`src/rtl/iacab_pkg.sv`:
```
// Shared types and constants for the inverted-alpha ARGB blend pipeline.
package iacab_pkg;

   localparam int unsigned CH_W = 8;
   localparam int unsigned PIX_W = 32;

   // Saturation ceiling of one channel, inverted alpha of a transparent pixel.
   localparam logic [CH_W-1:0] CH_MAX = 8'hff;
   // Unity in the 1.8 fixed-point scaling used by all the products.
   localparam logic [CH_W:0] UNITY = 9'h100;

   typedef logic [CH_W-1:0]  chan_type;
   typedef logic [CH_W:0]    scale_type;
   typedef logic [PIX_W-1:0] pixel_type;

   // Extract one byte of a pixel, its inverted alpha or a colour byte, chosen by sel.
   function automatic chan_type pix_byte(input pixel_type pix, input logic [1:0] sel);
      chan_type res;
      res = pix[sel*CH_W +: CH_W];
      return res;
   endfunction

   localparam logic [1:0] BYTE_B = 2'd0;
   localparam logic [1:0] BYTE_G = 2'd1;
   localparam logic [1:0] BYTE_R = 2'd2;
   localparam logic [1:0] BYTE_A = 2'd3;

endpackage

```
`src/rtl/inverted_alpha_coloralpha_blend_top.sv`:
```
// Four-stage source-over blend of inverted-alpha ARGB pixels with a global colour alpha.
//
// One pixel pair is taken per clock while req_stall is low. The four register
// stages are: input capture with the opacity factor, source scaling (three
// channel products and the effective alpha), destination scaling (four
// products), then add, saturate and alpha repack. Every stage holds its own
// valid bit and advances whenever it is empty or the stage after it moves, so
// bubbles are squeezed out and req_stall rises only when all four stages are
// full and the result side stalls. The colour alpha register resets to 255 and
// is written through the csr_ port, which is always ready; write it only while
// no beat is in flight. A zero colour alpha or a source alpha byte of 255
// passes the destination through with rsp_write_enable low.
module inverted_alpha_coloralpha_blend_top
   import iacab_pkg::*;
(
   input  logic       clock,
   input  logic       reset,
   input  logic       req_valid,
   output logic       req_stall,
   input  pixel_type  req_src_pixel,
   input  pixel_type  req_dst_pixel,
   output logic       rsp_valid,
   input  logic       rsp_stall,
   output pixel_type  rsp_out_pixel,
   output logic       rsp_write_enable,
   input  logic       csr_valid,
   output logic       csr_ready,
   input  chan_type   csr_color_alpha
);

   chan_type color_alpha_ff;

   logic s1_valid_ff, s2_valid_ff, s3_valid_ff, s4_valid_ff;
   logic en1, en2, en3, en4;

   // stage 1
   pixel_type s1_src_ff, s1_dst_ff;
   scale_type s1_f_ff;
   logic      s1_skip_ff;
   logic      s1_skip_in;

   // stage 2
   pixel_type s2_dst_ff;
   scale_type s2_ap_ff;
   chan_type  s2_sr_ff, s2_sg_ff, s2_sb_ff;
   logic      s2_skip_ff;
   scale_type s2_ap_in;
   chan_type  s2_sr_in, s2_sg_in, s2_sb_in;
   logic [16:0] s2_pa;
   logic [16:0] s2_pr, s2_pg, s2_pb;

   // stage 3
   pixel_type s3_dst_ff;
   scale_type s3_ap_ff;
   chan_type  s3_sr_ff, s3_sg_ff, s3_sb_ff;
   chan_type  s3_dr_ff, s3_dg_ff, s3_db_ff;
   scale_type s3_t_ff;
   logic      s3_skip_ff;
   logic [17:0] s3_pr, s3_pg, s3_pb, s3_pa;
   chan_type  s3_dr_in, s3_dg_in, s3_db_in;
   scale_type s3_t_in;

   // stage 4
   pixel_type s4_pix_ff;
   logic      s4_we_ff;
   pixel_type s4_pix_in;
   logic [CH_W+1:0] s4_cov;
   chan_type  s4_ao, s4_r, s4_g, s4_b;
   logic [CH_W:0] s4_sum_r, s4_sum_g, s4_sum_b;

   assign csr_ready = 1'b1;

   always_ff @(posedge clock) begin
      if (reset) begin
         color_alpha_ff <= CH_MAX;
      end else if (csr_valid && csr_ready) begin
         color_alpha_ff <= csr_color_alpha;
      end
   end

   // A stage moves when it is empty or its successor moves.
   assign en4 = !s4_valid_ff || !rsp_stall;
   assign en3 = !s3_valid_ff || en4;
   assign en2 = !s2_valid_ff || en3;
   assign en1 = !s1_valid_ff || en2;
   assign req_stall = !en1;

   always_ff @(posedge clock) begin
      if (reset) begin
         s1_valid_ff <= 1'b0;
         s2_valid_ff <= 1'b0;
         s3_valid_ff <= 1'b0;
         s4_valid_ff <= 1'b0;
      end else begin
         if (en1) s1_valid_ff <= req_valid;
         if (en2) s2_valid_ff <= s1_valid_ff;
         if (en3) s3_valid_ff <= s2_valid_ff;
         if (en4) s4_valid_ff <= s3_valid_ff;
      end
   end

   // Stage 1: capture, opacity factor and pass-through decision.
   assign s1_skip_in = (color_alpha_ff == '0) || (pix_byte(req_src_pixel, BYTE_A) == CH_MAX);

   always_ff @(posedge clock) begin
      if (en1) begin
         s1_src_ff  <= req_src_pixel;
         s1_dst_ff  <= req_dst_pixel;
         s1_f_ff    <= {1'b0, color_alpha_ff} + scale_type'(1);
         s1_skip_ff <= s1_skip_in;
      end
   end

   // Stage 2: scale the source by F.
   always_comb begin
      s2_pa = 17'(s1_f_ff) * 17'(UNITY - {1'b0, pix_byte(s1_src_ff, BYTE_A)});
      s2_pr = 17'(s1_f_ff) * 17'(pix_byte(s1_src_ff, BYTE_R));
      s2_pg = 17'(s1_f_ff) * 17'(pix_byte(s1_src_ff, BYTE_G));
      s2_pb = 17'(s1_f_ff) * 17'(pix_byte(s1_src_ff, BYTE_B));
      s2_ap_in = UNITY - s2_pa[16:8];
      s2_sr_in = s2_pr[15:8];
      s2_sg_in = s2_pg[15:8];
      s2_sb_in = s2_pb[15:8];
   end

   always_ff @(posedge clock) begin
      if (en2) begin
         s2_dst_ff  <= s1_dst_ff;
         s2_ap_ff   <= s2_ap_in;
         s2_sr_ff   <= s2_sr_in;
         s2_sg_ff   <= s2_sg_in;
         s2_sb_ff   <= s2_sb_in;
         s2_skip_ff <= s1_skip_ff;
      end
   end

   // Stage 3: scale the destination by the effective inverted alpha.
   always_comb begin
      s3_pr = 18'(s2_ap_ff) * 18'(pix_byte(s2_dst_ff, BYTE_R));
      s3_pg = 18'(s2_ap_ff) * 18'(pix_byte(s2_dst_ff, BYTE_G));
      s3_pb = 18'(s2_ap_ff) * 18'(pix_byte(s2_dst_ff, BYTE_B));
      s3_pa = 18'(s2_ap_ff) * 18'(UNITY - {1'b0, pix_byte(s2_dst_ff, BYTE_A)});
      s3_dr_in = s3_pr[15:8];
      s3_dg_in = s3_pg[15:8];
      s3_db_in = s3_pb[15:8];
      s3_t_in  = s3_pa[16:8];
   end

   always_ff @(posedge clock) begin
      if (en3) begin
         s3_dst_ff  <= s2_dst_ff;
         s3_ap_ff   <= s2_ap_ff;
         s3_sr_ff   <= s2_sr_ff;
         s3_sg_ff   <= s2_sg_ff;
         s3_sb_ff   <= s2_sb_ff;
         s3_dr_ff   <= s3_dr_in;
         s3_dg_ff   <= s3_dg_in;
         s3_db_ff   <= s3_db_in;
         s3_t_ff    <= s3_t_in;
         s3_skip_ff <= s2_skip_ff;
      end
   end

   // Stage 4: add, saturate, repack the coverage as an inverted alpha.
   always_comb begin
      s4_sum_r = {1'b0, s3_dr_ff} + {1'b0, s3_sr_ff};
      s4_sum_g = {1'b0, s3_dg_ff} + {1'b0, s3_sg_ff};
      s4_sum_b = {1'b0, s3_db_ff} + {1'b0, s3_sb_ff};
      s4_r = s4_sum_r[CH_W] ? CH_MAX : s4_sum_r[CH_W-1:0];
      s4_g = s4_sum_g[CH_W] ? CH_MAX : s4_sum_g[CH_W-1:0];
      s4_b = s4_sum_b[CH_W] ? CH_MAX : s4_sum_b[CH_W-1:0];
      s4_cov = {1'b0, s3_t_ff} + {1'b0, UNITY} - {1'b0, s3_ap_ff};
      // full coverage wraps to an opaque zero
      if (s4_cov >= {1'b0, UNITY}) begin
         s4_ao = '0;
      end else begin
         s4_ao = s4_cov[CH_W-1:0] == '0 ? '0 : CH_W'(10'(UNITY) - s4_cov);
      end
      s4_pix_in = s3_skip_ff ? s3_dst_ff : {s4_ao, s4_r, s4_g, s4_b};
   end

   always_ff @(posedge clock) begin
      if (en4) begin
         s4_pix_ff <= s4_pix_in;
         s4_we_ff  <= !s3_skip_ff;
      end
   end

   assign rsp_valid        = s4_valid_ff;
   assign rsp_out_pixel    = s4_pix_ff;
   assign rsp_write_enable = s4_we_ff;

   // Input back-pressure only when the whole pipe is full and blocked.
   a_stall_full : assert property (@(posedge clock) disable iff (reset)
      req_stall |-> (s1_valid_ff && s2_valid_ff && s3_valid_ff && s4_valid_ff && rsp_stall))
      else $error("input stalled while the pipeline has room");

   // An accepted beat always lands in the first stage.
   a_accept_lands : assert property (@(posedge clock) disable iff (reset)
      (req_valid && !req_stall) |=> s1_valid_ff)
      else $error("accepted beat lost at stage 1");

   // Effective inverted alpha never exceeds unity.
   a_ap_range : assert property (@(posedge clock) disable iff (reset)
      s3_valid_ff |-> (s3_ap_ff <= UNITY))
      else $error("effective alpha out of range");

   // Destination coverage term is bounded by the alpha that scaled it.
   a_cov_bound : assert property (@(posedge clock) disable iff (reset)
      s3_valid_ff |-> (s3_t_ff <= s3_ap_ff))
      else $error("coverage term exceeds effective alpha");

endmodule
```
`config.mk`:
```
export PLATFORM = sky130hd
export DESIGN_NAME = inverted_alpha_coloralpha_blend_top
export DESIGN_NICKNAME = d
export VERILOG_FILES = /design/src/rtl/iacab_pkg.sv /design/src/rtl/inverted_alpha_coloralpha_blend_top.sv
export SDC_FILE = /design/constraint.sdc
export NUM_CORES = 1
export LEC_CHECK = 0
export ABC_CLOCK_PERIOD_IN_PS = 12350
export BUFFER_PORTS_ARGS = -buffer_cell sky130_fd_sc_hd__buf_4
export CELL_PAD_IN_SITES_DETAIL_PLACEMENT = 1
export CELL_PAD_IN_SITES_GLOBAL_PLACEMENT = 1
export CORE_MARGIN = 2
export CORE_UTILIZATION = 50
export DETAILED_ROUTE_END_ITERATION = 10
export GPL_ROUTABILITY_DRIVEN = 0
export PLACE_DENSITY = 0.89
export SYNTH_ARGS = -nofsm -noshare
export SYNTH_HDL_FRONTEND = slang
export SYNTH_SLANG_ARGS = --single-unit
```
`constraint.sdc`:
```
create_clock -name clock -period 12.35 [get_ports clock]
set_input_delay 1.235 -clock clock [delete_from_list [all_inputs] [get_ports clock]]
set_output_delay 1.235 -clock clock [all_outputs]
set_load 0.1 [all_outputs]
```
==> metrics.txt, run 1 <==
syn_area_per_cell=10.66 um2; Area contributors post-synth=sky130_fd_sc_hd__edfxtp_1 29%, sky130_fd_sc_hd__fa_1 24%, sky130_fd_sc_hd__ha_1 15%; CTS H-tree lvls=2; Worst slew margin=a little under a quarter; initial DRC count=between 900 and 1,000; share of cells above drive strength 1=between 7 and 8%; Worst Hold End=s3_sg_ff[2]$_DFFE_PP_; post-cts resize count=0; final max-slew violation count=0; number of antenna violations at the first check in global routing=4; clock insertion delay at the later pin of the skew report=approximately 0.57 ns; Distinct cells, synth=73; Worst-Margin Slew=1.142 ns; Critical Path RT=around 13 ns; cell with the most instances on the worst path=sky130_fd_sc_hd__fa_1; top-level port count=113; Worst EP arrival=7.58 ns; worst reg2reg endpoint=s2_ap_ff[7]$_DFFE_PP_; Mapped Nets=about 3,400; number of global-route vias before repair=23,480; Synth area leader=sky130_fd_sc_hd__edfxtp_1; hold-fix buffers at CTS=0; global-route wire length before repair=123,500 um; CTS tree=yes; share of the yosys chip area belonging to registers=approximately 30%; min Tclk post-route=between 7 and 8 ns; Routed WL per cell=between 20 and 25 um; number of max-capacitance violations reported=0; first element of the critical path=s1_src_ff[24]$_DFFE_PN_; Register-to-Register Path Depth=21; chain of cells forming the critical path=inv_1 -> ha_1 -> nand2_1 -> or3_1 -> xor2_1 -> nand2_1 -> fa_1 -> fa_1 -> inv_1 -> fa_1 -> fa_1 -> ha_1 -> ha_1 -> and2_1 -> or2_1 -> a21o_1 -> a211oi_1 -> o22ai_1 -> nor4_2 -> mux2i_1 -> o211ai_1; cell area after synthesis=~28,000 um2; final hold vios=0; layout overhead on the synthesized area=10.29%; fraction of registers with async set or reset after synthesis=0%; maximum clock insertion buffer count=3; hold wc startpoint=s2_sg_ff[2]$_DFFE_PP_; buffers added on ports=around 110; setup clock skew after layout=about 0.011 ns; Period Utilization, post-route=between 50% and 60%; remaining design rule violation count=0; Floorplan Core Area=between 50,000 and 60,000 um2; top flip-flop cell by instance count after synthesis=sky130_fd_sc_hd__edfxtp_1; post-route setup TNS=0 ns; full die area=just under 60,000 um2; capturing element type of the critical path=flop; Hold Path Class=flop to flop; CTS clk-pin slew, worst paths=approximately 0.060 ns; total number of clock tree sinks=284; Critical R2R Launch=s1_src_ff[24]$_DFFE_PN_; Detailed Place HPWL=about 57,000 um; synth warn=0; unrepaired setup endpoints after global routing=no; die span in y=about 240 um; cell types with the highest counts after synthesis=423 x sky130_fd_sc_hd__inv_1, 339 x sky130_fd_sc_hd__ha_1, 334 x sky130_fd_sc_hd__fa_1, 317 x sky130_fd_sc_hd__nand2_1, 315 x sky130_fd_sc_hd__and2_1; Cells after Synth=around 2,600; via-per-instance ratio=roughly 5.6; slowest cell on the critical path=sky130_fd_sc_hd__nor4_2; post-route antenna net violation count=0; Worst Path Max Fanout=10; Via Count=19,760; largest stage delay on the critical path=approximately 0.60 ns; effective utilization at floorplan=50.33%; overflow left after global routing=0; Worst Path Buf+Inv=2; Fill cells=between 5,000 and 6,000; area share of the leading cell type in the synthesized netlist=between 20 and 30%; number of synthesized register bits=between 200 and 300; combined global-route utilization of all metal layers=26.82%; detailed-routing iteration count for the pre-antenna-repair pass=5; maximum operating frequency=approximately 140 MHz; status=completed; pin count of the biggest net entering global routing=67; WL final=a little under 80,000 um; category of cells accounting for the largest share of critical-path delay=adder cells; standard-cell rows=87; Finish-stage setup viols=0; number of flops mapped to enable cells by yosys=around 270; most common cell in the synthesized netlist=sky130_fd_sc_hd__inv_1; cell depth of the worst min-delay path=0; total setup buffers inserted after CTS=0; die width=241.6 um; number of buffers created by CTS=37; number of nets at the end of the flow=3,486; clock tree root buffer cell=sky130_fd_sc_hd__clkbuf_16; register-to-register setup slack=between 5 and 6 ns; Critical Setup Path Class=flop to flop; Worst setup SP type=flop
==> state kept, by name, summed over array words and instances, names as in the netlist, 8 cells and up <==
register,count
s3_dr_ff,8
s3_sg_ff,8
s2_sg_ff,8
rsp_out_pixel,32
s3_ap_ff,9
color_alpha_ff,8
s3_db_ff,8
s2_sb_ff,8
s3_dg_ff,8
s2_sr_ff,8
s3_dst_ff,32
s1_src_ff,32
s3_sb_ff,8
s2_ap_ff,9
s1_f_ff,9
s3_sr_ff,8
s3_t_ff,9
s2_dst_ff,32
s1_dst_ff,32
==> placed cells by master (no fill, tap or decap), types with 19 or more instances in the layout <==
cell                          n
sky130_fd_sc_hd__o21a_1      24
sky130_fd_sc_hd__o22a_1      21
sky130_fd_sc_hd__a21oi_1     32
sky130_fd_sc_hd__inv_1      422
sky130_fd_sc_hd__and2_1     315
sky130_fd_sc_hd__nand2_1    315
sky130_fd_sc_hd__clkbuf_16   37
sky130_fd_sc_hd__nor3_1      32
sky130_fd_sc_hd__o21ai_0     50
sky130_fd_sc_hd__xnor2_1     97
sky130_fd_sc_hd__fa_1       334
sky130_fd_sc_hd__edfxtp_1   272
sky130_fd_sc_hd__nor2_1      82
sky130_fd_sc_hd__xor2_1      19
sky130_fd_sc_hd__ha_1       339
sky130_fd_sc_hd__buf_4      131
==> stage by stage <==
stage | util, % | cells | hold slack [ns] | area [um2] | worst slack [ns]
floorplan | - | 2648 | 0.4003 | 28220 | 6.127
global placement | 53.26 | 3453 | 0.4039 | 29860 | 5.762
detailed placement | 53.26 | 3453 | 0.4057 | 29860 | 5.235
CTS | 55.50 | 3521 | 0.4187 | 31110 | 5.125
global route | 55.51 | 3524 | 0.4199 | 31120 | 4.777
finish | 55.51 | 3524 | 0.4166 | 31120 | 5.071
==> worst max path at each step <==
stage	to	slack, ns	depth (start not counted)
3_5_place_dp	s2_ap_ff[7]$_DFFE_PP_	5.23	21
6_report	s2_ap_ff[7]$_DFFE_PP_	5.07	21
4_1_cts	s2_ap_ff[7]$_DFFE_PP_	5.13	21
3_3_place_gp	s2_ap_ff[7]$_DFFE_PP_	5.76	21
2_1_floorplan	s2_ap_ff[8]$_DFFE_PP_	6.13	22
5_1_grt	s2_ap_ff[7]$_DFFE_PP_	4.78	22
==> layout make-up <==
class	instances	area (um2)	share of cell area, %
multi-input combinational	1857	17920	57.58
sequential	284	8408	27.02
inverter	425	1598	5.134
timing repair buffer	131	983.4	3.160
clock buffer	44	952.2	3.060
tap	756	945.9	3.039
clock inverter	24	305.3	0.9810
antenna	3	7.507	0.02412
==> cells by family after synthesis <==
logic type	Yosys count	synth area share [%]
AO/OA/AOI/OAI	223	5.707
XOR/XNOR	117	3.680
adder cells (fa/ha/maj)	673	38.73
buffers and inverters	507	6.771
flip-flops	284	29.80
multiplexers	10	0.3547
other	1	0.01329
AND/OR/NAND/NOR	833	14.95
==> worst register-to-register path, stage by stage (launching register included) <==
cell	delay (ns)
sky130_fd_sc_hd__edfxtp_1	0.53
sky130_fd_sc_hd__inv_1	0.17
sky130_fd_sc_hd__ha_1	0.23
sky130_fd_sc_hd__nand2_1	0.10
sky130_fd_sc_hd__or3_1	0.35
sky130_fd_sc_hd__xor2_1	0.57
sky130_fd_sc_hd__nand2_1	0.18
sky130_fd_sc_hd__fa_1	0.49
sky130_fd_sc_hd__fa_1	0.55
sky130_fd_sc_hd__inv_1	0.05
sky130_fd_sc_hd__fa_1	0.50
sky130_fd_sc_hd__fa_1	0.43
sky130_fd_sc_hd__ha_1	0.30
sky130_fd_sc_hd__ha_1	0.40
sky130_fd_sc_hd__and2_1	0.21
sky130_fd_sc_hd__or2_1	0.27
sky130_fd_sc_hd__a21o_1	0.22
sky130_fd_sc_hd__a211oi_1	0.24
sky130_fd_sc_hd__o22ai_1	0.27
sky130_fd_sc_hd__nor4_2	0.60
sky130_fd_sc_hd__mux2i_1	0.26
sky130_fd_sc_hd__o211ai_1	0.11
==> layer usage <==
layer / track usage, % / wire length [um] / share of wire [%]
met3: 3.119 / 2958 / 3.8
met4: 11.93 / 3063 / 4.0
met5: 0 / 0 / 0
met2: 50.95 / 41680 / 54
met1: 29.95 / 29160 / 38
Power of run 1 is not shown: default switching activity piles up to over one toggle a cycle in this logic, so the estimate is an artifact.
==> run 2: changes to the inputs <==
--- a/config.mk
+++ b/config.mk
@@ -5,7 +5,7 @@
 export SDC_FILE = /design/constraint.sdc
 export NUM_CORES = 1
 export LEC_CHECK = 0
-export ABC_CLOCK_PERIOD_IN_PS = 12350
+export ABC_CLOCK_PERIOD_IN_PS = 6900
 export BUFFER_PORTS_ARGS = -buffer_cell sky130_fd_sc_hd__buf_4
 export CELL_PAD_IN_SITES_DETAIL_PLACEMENT = 1
 export CELL_PAD_IN_SITES_GLOBAL_PLACEMENT = 1
==> constraint.sdc (replaced) <==
create_clock -name clock -period 6.9 [get_ports clock]
set_input_delay 0.69 -clock clock [delete_from_list [all_inputs] [get_ports clock]]
set_output_delay 0.69 -clock clock [all_outputs]
set_load 0.1 [all_outputs]
==> run 2 against run 1 <==
Against the previous run:
- worst hold slack worse by 0.14 ns
- sequential share of layout area down 0.063 points
- sequential cell count unchanged
- final area up 0.23%
- global-route usage up 0.052 points
- worst setup slack worse by 4.7 ns
- wire length about the same
- core utilization up 0.13 points
- non-clock buffer count up 10
- cell count up 0.23%
- via count up 0.35%
- clock skew up 0.020 ns
==> metrics.txt, run 2 (synthesis gave the netlist of run 1 again) <==
global-route wire length before repair=124,000 um; layout overhead on the synthesized area=10.55%; final hold vios=0; number of antenna violations at the first check in global routing=5; dpl ws=around 0.19 ns; CTS H-tree lvls=2; Finish-stage setup viols=0; die width=between 200 and 250 um; Worst-Margin Slew=around 1.2 ns; overflow left after global routing=0; chain of cells forming the critical path=inv_1 -> ha_1 -> nand2_1 -> or3_1 -> xor2_1 -> buf_4 -> nand2_1 -> fa_1 -> inv_1 -> fa_1 -> ha_1 -> fa_1 -> fa_1 -> ha_1 -> a2111o_1 -> a31oi_4 -> a211oi_2 -> nor2_1 -> xor2_1 -> ha_1 -> nand3b_4 -> a2111oi_4 -> xnor3_1; CTS clk-pin slew, worst paths=0.06 ns; full die area=approximately 58,000 um2; CTS tree=yes; Worst slew margin=a little over a fifth; standard-cell rows=just under 90; Period Utilization, post-route=94.97%; remaining design rule violation count=0; commonest cells after routing, fill and taps aside=422 x sky130_fd_sc_hd__inv_1, 338 x sky130_fd_sc_hd__ha_1, 334 x sky130_fd_sc_hd__fa_1; min Tclk post-route=between 6 and 7 ns; detailed-routing iteration count for the pre-antenna-repair pass=5; Worst Path Max Fanout=9; unrepaired setup endpoints after global routing=no; Critical Setup Path Class=flop to flop; clock insertion delay at the later pin of the skew report=0.58 ns; via-per-instance ratio=5.614; Detailed Place HPWL=56,360 um; total number of clock tree sinks=284; Via Count=19,830; number of max-capacitance violations reported=0; setup clock skew after layout=0.03156 ns; top-level port count=around 110; buffers added on ports=~110; Hold Path Class=input port to flop; status=completed; share of cells above drive strength 1=approximately 8.3%; Fill cells=5,982; pin count of the biggest net entering global routing=75; number of global-route vias before repair=roughly 24,000; capturing element type of the critical path=flop; register-to-register setup slack=0.35 ns; Routed WL per cell=approximately 22 um; effective utilization at floorplan=between 50 and 60%; number of nets at the end of the flow=around 3,500; die span in y=between 200 and 250 um; slowest cell on the critical path=sky130_fd_sc_hd__fa_1; hold-fix buffers at CTS=0; final max-slew violation count=0; clock tree root buffer cell=sky130_fd_sc_hd__clkbuf_16; number of buffers created by CTS=37; Floorplan Core Area=roughly 56,000 um2; final worst slack=around 0.35 ns; combined global-route utilization of all metal layers=~27%; WL final=~77,000 um; Worst setup SP type=flop; largest stage delay on the critical path=around 0.55 ns; initial DRC count=1,076; post-route setup TNS=0 ns; post-route antenna net violation count=0; most common cell after layout, fill and taps aside=sky130_fd_sc_hd__inv_1; maximum operating frequency=about 150 MHz; Critical Path RT=about 7.2 ns; maximum clock insertion buffer count=3; Worst EP arrival=between 6 and 7 ns
[run 2: path summary, 6_finish.rpt]
kind / from / to / depth (start not counted)
worst max-delay path: s1_src_ff[24]$_DFFE_PN_ / s2_ap_ff[8]$_DFFE_PP_ / 23
worst min-delay path: req_src_pixel[10] / s1_src_ff[10]$_DFFE_PN_ / 1
worst max register to register: s1_src_ff[24]$_DFFE_PN_ / s2_ap_ff[8]$_DFFE_PP_ / 23
worst min register to register: s1_dst_ff[4]$_DFFE_PN_ / s2_dst_ff[4]$_DFFE_PP_ / 0
[run 2: layer usage]
metal	GRT usage (%)	vias to the layer above	share of wire (%)
met5	0	-	0.017
met4	12.88	2	4.7
met3	3.618	248	4.0
met2	50.36	579	53
met1	29.91	10240	38
li1	-	8755	-
[run 2: what timing repair did]
action	in CTS	in global routing
resized for setup	0	8
buffers inserted	0	2
endpoints found under the setup margin	0	2
[run 2: layout make-up]
type                       count  area, um2  area share (%)
tap                          756      945.9           3.032
clock inverter                21      214.0          0.6859
sequential                   284       8408           26.95
clock buffer                  45      985.9           3.161
timing repair buffer         141       1059           3.393
multi-input combinational   1857      17980           57.63
antenna                        3      7.507         0.02407
inverter                     425       1598           5.122
[run 2: metrics by stage]
stage / util [%] / instances / cell area, um2 / hold WS, ns
after floorplan: - / 2648 / 28220 / 0.4003
after global placement: 53.36 / 3461 / 29920 / 0.4035
after detailed placement: 53.36 / 3461 / 29920 / 0.4052
after CTS: 55.51 / 3527 / 31120 / 0.2614
after global routing: 55.64 / 3532 / 31190 / 0.2724
final: 55.64 / 3532 / 31190 / 0.2795
[run 2: worst max-delay path, delay by kind of cell (launching register included)]
family	cells	cell delay [ns]
simple gates	5	0.82
fa+ha+maj	8	2.82
compound gates	4	1.14
buf+inv	3	0.38
xor+xnor	3	0.73
flops	1	0.40
Power of run 2 is left out for the same reason.
